## config.mk

```make
export PLATFORM = sky130hd
export DESIGN_NAME = websocket_frame_deframer_top_flat
export DESIGN_NICKNAME = d
export VERILOG_FILES = /design/src/sv/wsfd_pkg.sv /design/src/sv/wsfd_rx_if.sv /design/src/sv/wsfd_frame_if.sv /design/src/sv/websocket_frame_deframer_top.sv /design/src/flat_wrapper.sv
export SDC_FILE = /design/constraint.sdc
export NUM_CORES = 1
export LEC_CHECK = 0
export BUFFER_PORTS_ARGS = -buffer_cell sky130_fd_sc_hd__buf_2
export CORE_MARGIN = 2
export CORE_UTILIZATION = 60
export DETAILED_ROUTE_END_ITERATION = 7
export GPL_ROUTABILITY_DRIVEN = 1
export PLACE_DENSITY_LB_ADDON = 0.2
export SLEW_MARGIN = 25
export SYNTH_ARGS = -nofsm -noshare
export SYNTH_HDL_FRONTEND = slang
export SYNTH_SLANG_ARGS = --single-unit
```

## constraint.sdc

```tcl
create_clock -name clk_i -period 11 [get_ports clk_i]
set_clock_uncertainty 0.05 [all_clocks]
set_input_delay 1.65 -clock clk_i [delete_from_list [all_inputs] [get_ports clk_i]]
set_output_delay 1.65 -clock clk_i [all_outputs]
set_load 0.01 [all_outputs]
```

## src/sv/wsfd_pkg.sv

```systemverilog
// Package with widths, status codes and the result type of the WebSocket deframer.
`timescale 1ns / 1ps

package wsfd_pkg;

  localparam int unsigned ByteW   = 8;
  localparam int unsigned OpcodeW = 4;
  localparam int unsigned LenW    = 63;
  localparam int unsigned StatusW = 4;

  localparam logic [LenW-1:0] MaxLenReset = 63'd2147483646;

  // Result status codes; the low five also serve as the per-frame header status.
  localparam logic [StatusW-1:0] StOk          = 4'd0;
  localparam logic [StatusW-1:0] StRsvSet      = 4'd1;
  localparam logic [StatusW-1:0] StOpcodeRsvd  = 4'd2;
  localparam logic [StatusW-1:0] StCtrlLong    = 4'd3;
  localparam logic [StatusW-1:0] StCtrlFrag    = 4'd4;
  localparam logic [StatusW-1:0] StShort16     = 4'd5;
  localparam logic [StatusW-1:0] StTopBit      = 4'd6;
  localparam logic [StatusW-1:0] StShort64     = 4'd7;
  localparam logic [StatusW-1:0] StTooBig      = 4'd8;
  localparam logic [StatusW-1:0] StEmpty       = 4'd9;

  typedef struct packed {
    logic [ByteW-1:0]   payload_byte;
    logic               payload_valid;
    logic               frame_end;
    logic [OpcodeW-1:0] frame_opcode;
    logic               final_fragment;
    logic [LenW-1:0]    frame_length;
    logic [StatusW-1:0] status;
    logic               protocol_ok;
  } result_t;

endpackage

```

## src/sv/wsfd_rx_if.sv

```systemverilog
// Stream interface that carries one received byte per word.
`timescale 1ns / 1ps

interface wsfd_rx_if import wsfd_pkg::*; ();
  logic             valid;
  logic             ready;
  logic [ByteW-1:0] rx_byte;

  modport source (output valid, output rx_byte, input ready);
  modport sink   (input valid, input rx_byte, output ready);
endinterface

```

## src/sv/wsfd_frame_if.sv

```systemverilog
// Stream interface that carries one deframer result per word.
`timescale 1ns / 1ps

interface wsfd_frame_if import wsfd_pkg::*; ();
  logic               valid;
  logic               ready;
  logic [ByteW-1:0]   payload_byte;
  logic               payload_valid;
  logic               frame_end;
  logic [OpcodeW-1:0] frame_opcode;
  logic               final_fragment;
  logic [LenW-1:0]    frame_length;
  logic [StatusW-1:0] status;
  logic               protocol_ok;

  modport source (output valid, output payload_byte, output payload_valid, output frame_end,
                  output frame_opcode, output final_fragment, output frame_length,
                  output status, output protocol_ok, input ready);
  modport sink   (input valid, input payload_byte, input payload_valid, input frame_end,
                  input frame_opcode, input final_fragment, input frame_length,
                  input status, input protocol_ok, output ready);
endinterface

```

## src/sv/websocket_frame_deframer_top.sv

```systemverilog
// WebSocket receive deframer: header parser, payload unmasking and output skid stage.
//
//   Channel   Dir   Handshake          Word
//   rx_if     in    valid/ready        one received byte
//   frame_if  out   valid/ready        one result per byte (payload, end, header, status)
//   cfg       in    cfg_we_i           max_payload_length, 63 bits
//
// One byte is accepted in every cycle while the skid register is empty; its result is
// registered in the output register. The parser state updates in the cycle of acceptance
// from short logic (64-bit compares against the maximum and an XOR). A skid register
// behind the output register lets one more byte in while the output is stalled; ready
// drops only when both hold a word. Reset returns the parser to the first header byte
// and sets the maximum to 2147483646.
`timescale 1ns / 1ps

module websocket_frame_deframer_top import wsfd_pkg::*; (
  input  logic            clk_i,
  input  logic            rst_ni,
  input  logic            cfg_we_i,
  input  logic [LenW-1:0] cfg_wdata_i,
  wsfd_rx_if.sink         rx_if,
  wsfd_frame_if.source    frame_if
);

  localparam logic [2:0] PhHdr1    = 3'd0;
  localparam logic [2:0] PhHdr2    = 3'd1;
  localparam logic [2:0] PhLen16   = 3'd2;
  localparam logic [2:0] PhLen64   = 3'd3;
  localparam logic [2:0] PhMask    = 3'd4;
  localparam logic [2:0] PhPayload = 3'd5;

  logic [LenW-1:0]    max_len_q;
  logic [2:0]         phase_q, phase_d;
  logic [2:0]         cnt_q, cnt_d;
  logic [63:0]        acc_q, acc_d;
  logic [LenW-1:0]    rem_q, rem_d;
  logic [31:0]        key_q, key_d;
  logic [1:0]         midx_q, midx_d;
  logic [OpcodeW-1:0] op_q, op_d;
  logic               fin_q, fin_d;
  logic               masked_q, masked_d;
  logic [2:0]         hs_q, hs_d;

  logic [ByteW-1:0]   b;
  logic [6:0]         len7;
  logic [ByteW-1:0]   key_byte;
  logic [StatusW-1:0] term;
  logic [ByteW-1:0]   pbyte;
  logic               pvalid;
  logic               fend;
  result_t            res;

  logic    accept;
  logic    out_take;
  logic    out_valid_q, skid_valid_q;
  result_t out_q, skid_q;

  // Returns the terminating status when a frame cannot start its payload, else ok.
  function automatic logic [StatusW-1:0] payload_gate(input logic [63:0] len,
                                                      input logic [LenW-1:0] max_len);
    logic [StatusW-1:0] st;
    if (len == 64'd0) begin
      st = StEmpty;
    end else if (len > {1'b0, max_len}) begin
      st = StTooBig;
    end else begin
      st = StOk;
    end
    return st;
  endfunction

  function automatic logic opcode_reserved(input logic [OpcodeW-1:0] op);
    return (op >= 4'd3 && op <= 4'd7) || op >= 4'd11;
  endfunction

  assign b        = rx_if.rx_byte;
  assign len7     = b[6:0];
  assign accept   = rx_if.valid && rx_if.ready;
  assign out_take = out_valid_q && frame_if.ready;
  assign key_byte = key_q[8*(3-midx_q) +: 8];

  always_comb begin
    phase_d  = phase_q;
    cnt_d    = cnt_q;
    acc_d    = acc_q;
    rem_d    = rem_q;
    key_d    = key_q;
    midx_d   = midx_q;
    op_d     = op_q;
    fin_d    = fin_q;
    masked_d = masked_q;
    hs_d     = hs_q;
    term     = StOk;
    pbyte    = '0;
    pvalid   = 1'b0;
    fend     = 1'b0;

    case (phase_q)
      PhHdr1: begin
        fin_d    = b[7];
        op_d     = b[3:0];
        acc_d    = '0;
        masked_d = 1'b0;
        if (|b[6:4]) begin
          hs_d = StRsvSet[2:0];
        end else if (opcode_reserved(b[3:0])) begin
          hs_d = StOpcodeRsvd[2:0];
        end else begin
          hs_d = StOk[2:0];
        end
        phase_d = PhHdr2;
      end
      PhHdr2: begin
        masked_d = b[7];
        acc_d    = {57'd0, len7};
        if (hs_q == StOk[2:0] && op_q[3]) begin
          if (len7 > 7'd125) begin
            hs_d = StCtrlLong[2:0];
          end else if (!fin_q) begin
            hs_d = StCtrlFrag[2:0];
          end
        end
        if (len7 == 7'd126) begin
          phase_d = PhLen16;
          cnt_d   = '0;
          acc_d   = '0;
        end else if (len7 == 7'd127) begin
          phase_d = PhLen64;
          cnt_d   = '0;
          acc_d   = '0;
        end else if (b[7]) begin
          phase_d = PhMask;
          cnt_d   = '0;
          key_d   = '0;
        end else begin
          term = payload_gate({57'd0, len7}, max_len_q);
        end
      end
      PhLen16: begin
        acc_d = {acc_q[55:0], b};
        if (cnt_q >= 3'd1) begin
          if ({acc_q[55:0], b} < 64'd126) begin
            phase_d = PhHdr1;
            term    = StShort16;
          end else if (masked_q) begin
            phase_d = PhMask;
            cnt_d   = '0;
            key_d   = '0;
          end else begin
            term = payload_gate({acc_q[55:0], b}, max_len_q);
          end
        end else begin
          cnt_d = cnt_q + 3'd1;
        end
      end
      PhLen64: begin
        acc_d = {acc_q[55:0], b};
        if (cnt_q >= 3'd7) begin
          if (acc_q[55]) begin
            phase_d = PhHdr1;
            term    = StTopBit;
          end else if ({acc_q[55:0], b} <= 64'hFFFF) begin
            phase_d = PhHdr1;
            term    = StShort64;
          end else if (masked_q) begin
            phase_d = PhMask;
            cnt_d   = '0;
            key_d   = '0;
          end else begin
            term = payload_gate({acc_q[55:0], b}, max_len_q);
          end
        end else begin
          cnt_d = cnt_q + 3'd1;
        end
      end
      PhMask: begin
        key_d = {key_q[23:0], b};
        if (cnt_q >= 3'd3) begin
          term = payload_gate(acc_q, max_len_q);
        end else begin
          cnt_d = cnt_q + 3'd1;
        end
      end
      PhPayload: begin
        pvalid = 1'b1;
        pbyte  = masked_q ? (b ^ key_byte) : b;
        midx_d = midx_q + 2'd1;
        if (rem_q <= 63'd1) begin
          rem_d   = '0;
          fend    = 1'b1;
          phase_d = PhHdr1;
        end else begin
          rem_d = rem_q - 63'd1;
        end
      end
      default: begin
        phase_d = PhHdr1;
      end
    endcase

    // Payload starts only where a gate was evaluated and passed; the gate points are
    // exactly those where the next phase was left unchanged on a completed length or key.
    if (term != StOk) begin
      fend    = 1'b1;
      phase_d = PhHdr1;
    end else if ((phase_q == PhHdr2 && len7 < 7'd126 && !b[7]) ||
                 (phase_q == PhLen16 && cnt_q >= 3'd1 && !masked_q) ||
                 (phase_q == PhLen64 && cnt_q >= 3'd7 && !masked_q) ||
                 (phase_q == PhMask && cnt_q >= 3'd3)) begin
      phase_d = PhPayload;
      rem_d   = acc_d[LenW-1:0];
      midx_d  = '0;
    end
  end

  always_comb begin
    res.payload_byte   = pbyte;
    res.payload_valid  = pvalid;
    res.frame_end      = fend;
    res.frame_opcode   = op_d;
    res.final_fragment = fin_d;
    res.frame_length   = acc_d[LenW-1:0];
    res.status         = (term != StOk) ? term : {1'b0, hs_d};
    res.protocol_ok    = (hs_d == StOk[2:0]);
  end

  always_ff @(posedge clk_i or negedge rst_ni) begin
    if (!rst_ni) begin
      max_len_q <= MaxLenReset;
      phase_q   <= PhHdr1;
      cnt_q     <= '0;
      acc_q     <= '0;
      rem_q     <= '0;
      key_q     <= '0;
      midx_q    <= '0;
      op_q      <= 4'd8;
      fin_q     <= 1'b1;
      masked_q  <= 1'b0;
      hs_q      <= '0;
    end else begin
      if (cfg_we_i) begin
        max_len_q <= cfg_wdata_i;
      end
      if (accept) begin
        phase_q  <= phase_d;
        cnt_q    <= cnt_d;
        acc_q    <= acc_d;
        rem_q    <= rem_d;
        key_q    <= key_d;
        midx_q   <= midx_d;
        op_q     <= op_d;
        fin_q    <= fin_d;
        masked_q <= masked_d;
        hs_q     <= hs_d;
      end
    end
  end

  // Output register with one skid word behind it.
  always_ff @(posedge clk_i or negedge rst_ni) begin
    if (!rst_ni) begin
      out_valid_q  <= 1'b0;
      skid_valid_q <= 1'b0;
    end else begin
      if (skid_valid_q) begin
        if (out_take) begin
          skid_valid_q <= 1'b0;
        end
      end else if (accept) begin
        if (out_valid_q && !frame_if.ready) begin
          skid_valid_q <= 1'b1;
        end else begin
          out_valid_q <= 1'b1;
        end
      end else if (out_take) begin
        out_valid_q <= 1'b0;
      end
    end
  end

  always_ff @(posedge clk_i) begin
    if (skid_valid_q) begin
      if (out_take) begin
        out_q <= skid_q;
      end
    end else if (accept) begin
      if (out_valid_q && !frame_if.ready) begin
        skid_q <= res;
      end else begin
        out_q <= res;
      end
    end
  end

  assign rx_if.ready             = !skid_valid_q;
  assign frame_if.valid          = out_valid_q;
  assign frame_if.payload_byte   = out_q.payload_byte;
  assign frame_if.payload_valid  = out_q.payload_valid;
  assign frame_if.frame_end      = out_q.frame_end;
  assign frame_if.frame_opcode   = out_q.frame_opcode;
  assign frame_if.final_fragment = out_q.final_fragment;
  assign frame_if.frame_length   = out_q.frame_length;
  assign frame_if.status         = out_q.status;
  assign frame_if.protocol_ok    = out_q.protocol_ok;

endmodule

```

## src/flat_wrapper.sv

```systemverilog
// flat-port wrapper written by rule: the top's interface ports become plain ports
module websocket_frame_deframer_top_flat import wsfd_pkg::*;
  (clk_i, rst_ni, cfg_we_i, cfg_wdata_i, rx_if_valid, rx_if_rx_byte, rx_if_ready, frame_if_valid, frame_if_payload_byte, frame_if_payload_valid, frame_if_frame_end, frame_if_frame_opcode, frame_if_final_fragment, frame_if_frame_length, frame_if_status, frame_if_protocol_ok, frame_if_ready);
  wsfd_rx_if rx_if_i ();
  wsfd_frame_if frame_if_i ();
  input  logic clk_i;
  input  logic rst_ni;
  input  logic cfg_we_i;
  input  logic [LenW-1:0] cfg_wdata_i;
  input wire logic [$bits(rx_if_i.valid)-1:0] rx_if_valid;
  input wire logic [$bits(rx_if_i.rx_byte)-1:0] rx_if_rx_byte;
  output wire logic [$bits(rx_if_i.ready)-1:0] rx_if_ready;
  output wire logic [$bits(frame_if_i.valid)-1:0] frame_if_valid;
  output wire logic [$bits(frame_if_i.payload_byte)-1:0] frame_if_payload_byte;
  output wire logic [$bits(frame_if_i.payload_valid)-1:0] frame_if_payload_valid;
  output wire logic [$bits(frame_if_i.frame_end)-1:0] frame_if_frame_end;
  output wire logic [$bits(frame_if_i.frame_opcode)-1:0] frame_if_frame_opcode;
  output wire logic [$bits(frame_if_i.final_fragment)-1:0] frame_if_final_fragment;
  output wire logic [$bits(frame_if_i.frame_length)-1:0] frame_if_frame_length;
  output wire logic [$bits(frame_if_i.status)-1:0] frame_if_status;
  output wire logic [$bits(frame_if_i.protocol_ok)-1:0] frame_if_protocol_ok;
  input wire logic [$bits(frame_if_i.ready)-1:0] frame_if_ready;
  assign rx_if_i.valid = rx_if_valid;
  assign rx_if_i.rx_byte = rx_if_rx_byte;
  assign rx_if_ready = rx_if_i.ready;
  assign frame_if_valid = frame_if_i.valid;
  assign frame_if_payload_byte = frame_if_i.payload_byte;
  assign frame_if_payload_valid = frame_if_i.payload_valid;
  assign frame_if_frame_end = frame_if_i.frame_end;
  assign frame_if_frame_opcode = frame_if_i.frame_opcode;
  assign frame_if_final_fragment = frame_if_i.final_fragment;
  assign frame_if_frame_length = frame_if_i.frame_length;
  assign frame_if_status = frame_if_i.status;
  assign frame_if_protocol_ok = frame_if_i.protocol_ok;
  assign frame_if_i.ready = frame_if_ready;
  websocket_frame_deframer_top u_core (.clk_i(clk_i), .rst_ni(rst_ni), .cfg_we_i(cfg_we_i), .cfg_wdata_i(cfg_wdata_i), .rx_if(rx_if_i), .frame_if(frame_if_i));
endmodule
```

### Yosys cells after proc, flatten, opt, wreduce, memory -nomap -nowiden

Cells that the tools add are included.

| storage, ports and cells | value |
|---|---|
| flip-flop bits (word level) | 407 |
| output and inout port bits | 85 |
| logic and storage cells | 209 |

| cells by class | value |
|---|---|
| add/subtract/negate cells | 4 |
| $lt $le $gt $ge | 14 |
| equal/unequal tests | 28 |
| shift-type cells | 1 |
| mux-type cells | 88 |
| bitwise logic cells | 2 |
| reduce and logical (&&, ||, !) cells | 42 |

Operator list:

| operator | count |
|---|---|
| 83-bit 2-to-1 mux | 4 |
| 32-bit 2-to-1 mux | 9 |
| 63-bit 2-to-1 mux | 4 |
| 64-bit one-hot mux with 3 select lines | 1 |
| 64-bit by 63-bit > comparator with 1-bit output | 2 |
| 64-bit zero test | 2 |
| 32-bit one-hot mux with 4 select lines | 1 |
| 3-bit 2-to-1 mux | 26 |
| 4-bit 2-to-1 mux | 18 |
| 64-bit by 16-bit less-or-equal comparator with 1-bit output, second input constant | 1 |
| 64-bit by 7-bit < comparator with 1-bit output, second input constant | 1 |
| 64-bit 2-to-1 mux | 1 |
| 7-bit by 63-bit > comparator with 1-bit output | 1 |
| 63-bit by 1-bit less-or-equal comparator with 1-bit output, second input constant | 1 |
| 63-bit by 1-bit subtractor with 63-bit output, second input constant | 1 |
| 32-bit by 33-bit variable part select with 8-bit output | 1 |
| 2-bit != test, second input constant | 10 |
| 3-bit one-hot mux with 6 select lines | 1 |
| 8-bit 2-to-1 mux | 2 |
| 4-bit one-hot mux with 4 select lines | 1 |
| 7-bit equality test, second input constant | 2 |
| 1-bit logical AND | 12 |
| 1-bit 2-to-1 mux | 12 |
| 3-bit one-hot mux with 4 select lines | 1 |
| 41 further kinds | 64 |

### Logic depth before layout (Yosys ltp)

| depth | value |
|---|---|
| depth after elaboration | 13 |
| mapped depth | 14 |

### Worst setup path before layout

No wires, ideal clock.

| path | value |
|---|---|
| path kind | input port to flip-flop |
| start | input port rx_if_valid |
| end | register u_core.out_q, in the netlist u_core.frame_if.final_fragment, enable pin |
| library setup time | 0.552 ns |
| arrival time | 6.625 ns |
| required time | 10.398 ns |
| path slack | 3.773 ns |
| stages | 6 |
| path through | nor2b_1 > clkbuf_1 > clkbuf_1 > buf_1 > a21oi_1 > a21oi_1 |

| on the way | value |
|---|---|
| cells in the longest elaborated chain, start to end | 3 |

RTL lines:

| element | RTL line | text |
|---|---|---|
| start: declaration | flat_wrapper.sv:10 | `input wire logic [$bits(rx_if_i.valid)-1:0] rx_if_valid;` |
| 1-bit logical AND | websocket_frame_deframer_top.sv:78 | `assign accept = rx_if.valid && rx_if.ready;` |
| 2-bit nonzero test (no line) | - |  |
| 3-bit AND reduction (no line) | - |  |
| end signal: assignment | websocket_frame_deframer_top.sv:284 | `out_q <= skid_q;` |
| end signal: assignment | websocket_frame_deframer_top.sv:290 | `out_q <= res;` |
| end: declaration | websocket_frame_deframer_top.sv:56 | `result_t out_q, skid_q;` |

No other way between the ends.
A chain may end at the register's enable or synchronous reset.

### Worst setup path after layout

| path | value |
|---|---|
| start | register u_core.acc_q[55] |
| end | register u_core.rem_q[37] |

| on the way | value |
|---|---|
| cells in the longest elaborated chain, start to end | 10 |
| elaborated cells on any way between the ends | 20 |
| those cells by class | order compare (4); mux (13); reduce/logical (3) |

RTL lines:

| element | RTL line | text |
|---|---|---|
| start: declaration | websocket_frame_deframer_top.sv:35 | `logic [63:0] acc_q, acc_d;` |
| start signal: assignment | websocket_frame_deframer_top.sv:232 | `acc_q <= '0;` |
| start signal: assignment | websocket_frame_deframer_top.sv:247 | `acc_q <= acc_d;` |
| 64-bit by 63-bit > comparator with 1-bit output | websocket_frame_deframer_top.sv:64 | `end else if (len > {1'b0, max_len}) begin` |
| 4-bit 2-to-1 mux | websocket_frame_deframer_top.sv:64 |  |
| 4-bit 2-to-1 mux | websocket_frame_deframer_top.sv:62 | `if (len == 64'd0) begin` |
| 4-bit 2-to-1 mux | websocket_frame_deframer_top.sv:145 | `end else if (masked_q) begin` |
| 4-bit 2-to-1 mux | websocket_frame_deframer_top.sv:162 | `end else if ({acc_q[55:0], b} <= 64'hFFFF) begin` |
| 4-bit 2-to-1 mux | websocket_frame_deframer_top.sv:159 | `if (acc_q[55]) begin` |
| 4-bit 2-to-1 mux | websocket_frame_deframer_top.sv:158 | `if (cnt_q >= 3'd7) begin` |
| 4-bit one-hot mux with 4 select lines (*) | websocket_frame_deframer_top.sv:98 | `case (phase_q)` |
| 4-bit nonzero test (*) | websocket_frame_deframer_top.sv:203 | `if (term != StOk) begin` |
| 63-bit 2-to-1 mux (*) | websocket_frame_deframer_top.sv:203 |  |
| end signal: assignment | websocket_frame_deframer_top.sv:248 | `rem_q <= rem_d;` |
| end: declaration | websocket_frame_deframer_top.sv:36 | `logic [LenW-1:0] rem_q, rem_d;` |

Every way passes the cells marked *; elsewhere a longest branch is shown, timed or not.

==> metrics <==
status=finished, final reports clean; pre-CTS setup slack=5980 ps; pwr dens=210 nW/um2; CP Max Fanout=58; Hold Vio Cnt, Final=0; H-tree depth=2; Layout area overhead=11.0%; Pre-antenna DRT Iters=6; Final HPWL DP=41800 um; ANT nets after route=0; most frequent cells in the layout=nand2_1 (359), dfrtp_1 (207), o21ai_0 (192); Avg Inst Size Synth=10.3 um2; count of pins over their slew limit=0; Clock Tree Root=clkbuf_16; total CTS buffers=42; drt wl/cell=22.2 um; Antenna diodes=0; Post-CTS Resized=0; Cell Area, Placed=22900 um2; Setup Viol. Count Final=0; residual DRC count=0; Post-synth ARST share=59.2%; Port Buffer Count=160; Sw Pwr=1.76 mW; combinational power share=27.7%; Crit. Startpoint=u_core.acc_q[55]$_DFFE_PN0P_; Top Ports=161; Post CTS Setup Buffer Count=0; Worst-path clk slew=70 ps; Tmin final=4540 ps; Synth Flop Type=dfrtp_1; GPL Wtd Cong=0.964; Mapped Cells=2118; reg-to-reg startpoint=u_core.acc_q[55]$_DFFE_PN0P_; critical path data arrival time=4970 ps; cell row count=69; crit start category=register; total number of vias=17700; Syn Std Cell Area=21800 um2; Final Cycle Share=41.3%; first-pass GRT wire length=95000 um; final core occ=67.8%; final instance area=24200 um2; worst slew pin tran=1120 ps; worst-skew pair later-pin latency=580 ps; Final #Nets=2427; DIE AREA=38000 um2; MaxCap Viol Count=0; setup TNS=0 ps; CP required=11430 ps; P_leak=10.0 nW; routed vias/inst=6.51; HP Class=register to register; layout cell share with drive strength beyond 1=17.6%; Worst Setup End Kind=register; Mapped Nets=2326; sequential share of power=44.8%; height of the chip=195 um; most common cell after layout, fill and taps aside=nand2_1; initial antenna violation count=0; Post-Route WL=60300 um; sw frac=34.5%; Initial Utilization=61.1%; Finished Layout Cells=2714; Pint=3.34 mW; RSZ-0062 raised after global routing=no; final worst setup slack=6460 ps; #FFs+latches synth=407; vias in the first global route=16900; critical path type=register to register; GRT Residual Overflow=0; All-Layer GR Usage=32.1%; sequential share of the synthesized area=50.6%; placed instance count=2636; core area=35700 um2; Synth cell types=87; CTS tree=built; yosys warns=0; max frequency=220 MHz; Post-synth EDFFs=166; Slew HR=24.3%; Die W=195 um; initial drt markers=1778; clock sink count=407; Clk pwr share=27.5%; Worst VDD drop=0.000147 V; hold_buf cts=0; hold path startpoint=u_core.op_q[3]$_DFFE_PN1P_; CTS Buffer Depth=3; largest net degree at the start of global routing=126
## stage by stage
stage | total power [mW] | hold slack, ps
2_1_floorplan | 3.23 | 392
3_3_place_gp | 3.64 | 404
3_5_place_dp | 3.70 | 411
4_1_cts | 5.10 | 431
5_1_grt | 5.36 | 456
6_report | 5.10 | 437
## worst paths after layout
check | end | slack (ps) | cells after the start
worst min-delay path | u_core.op_q[3]$_DFFE_PN1P_ | 440 | 2
worst max-delay path | u_core.rem_q[37]$_DFFE_PN0P_ | 6460 | 11
worst max register to register | u_core.rem_q[37]$_DFFE_PN0P_ | 6460 | 11
min in group asynchronous | u_core.skid_valid_q$_DFF_PN0_ | 1040 | 1
max in group asynchronous | u_core.max_len_q[57]$_DFFE_PN0P_ | 8440 | 2
worst min register to register | u_core.op_q[3]$_DFFE_PN1P_ | 440 | 2
## metal layers
metal | GRT usage (%) | vias up | wire [um] | part of all wire [%]
met1 | 46.0 | 8611 | 26000 | 43
met2 | 48.1 | 834 | 26700 | 44
li1 | - | 8096 | - | -
met3 | 7.18 | 134 | 5420 | 9.0
met4 | 11.8 | 0 | 2200 | 3.6
met5 | 0 | - | 0 | 0
## Yosys cell counts, drive strengths merged, types with 8 or more instances
| cell type | instances | area, um2 |
|---|---|---|
| nand2 | 363 | 1380 |
| dfrtp | 209 | 5230 |
| o21ai | 198 | 991 |
| edfxtp | 166 | 4980 |
| ha | 132 | 1650 |
| inv | 94 | 353 |
| a22o | 92 | 806 |
| a21oi | 81 | 405 |
| mux2 | 81 | 912 |
| clkbuf | 74 | 278 |
| nor2 | 70 | 275 |
| nor4 | 66 | 464 |
| buf | 46 | 244 |
| nor3 | 45 | 236 |
| nand4 | 44 | 282 |
| nand3 | 41 | 210 |
| dfstp | 32 | 841 |
| o211ai | 30 | 225 |
| or3 | 27 | 171 |
| a21o | 17 | 128 |
| a31oi | 17 | 106 |
| o31ai | 17 | 128 |
| or4 | 15 | 116 |
| a2bb2oi | 11 | 96.3 |
| nand2b | 9 | 56.3 |
| a211o | 8 | 70.1 |
| and3 | 8 | 50.1 |
| mux4 | 8 | 180 |
| nor2b | 8 | 50.1 |
## cells by family (layout without fill, tap and decap cells)
kind of cell	after synthesis	in the layout	share of synthesized area (%)
simple gates	719	719	15.9
compound gates	544	544	16.4
flops	407	407	50.6
buf+inv	215	350	4.02
fa+ha+maj	132	132	7.56
mux	93	93	5.18
xor+xnor	8	8	0.321
## state kept, by name (all words and copies together), names as in the netlist, 4 cells and up
signal                        flops
u_core.frame_if.frame_opcode      4
u_core.acc_q                     64
u_core.frame_if.status            4
u_core.rem_q                     63
u_core.frame_if.payload_byte      8
u_core.max_len_q                 63
u_core.frame_if.frame_length     63
u_core.op_q                       4
u_core.key_q                     32
u_core.skid_q                    83
## final cells by class
class	instances	area, um2
clock buffer	58	1160
clock inverter	20	181
fill	2762	11500
inverter	95	357
multi-input combinational	1496	9960
sequential	407	11100
tap	461	577
timing repair buffer	177	948
## critical path, stage by stage, from the launching register on
cell	delay (ps)
dfrtp_1	550
ha_1	390
nand2_1	70
or4_1	580
nor4_1	560
o2111ai_1	210
a21oi_1	430
nor4_4	120
nand3_2	100
buf_4	520
nand2_2	440
o311ai_1	410
## power groups by stage
| stage | logic (mW) | registers [mW] | clock network [mW] |
|---|---|---|---|
| finish | 1.41 | 2.28 | 1.40 |
| floorplan | 0.952 | 2.28 | 0 |
| global placement | 1.35 | 2.29 | 0 |
| global route | 1.55 | 2.33 | 1.48 |
| CTS | 1.40 | 2.28 | 1.42 |
| detailed placement | 1.39 | 2.30 | 0 |
Power figures use the tool's default switching activity.
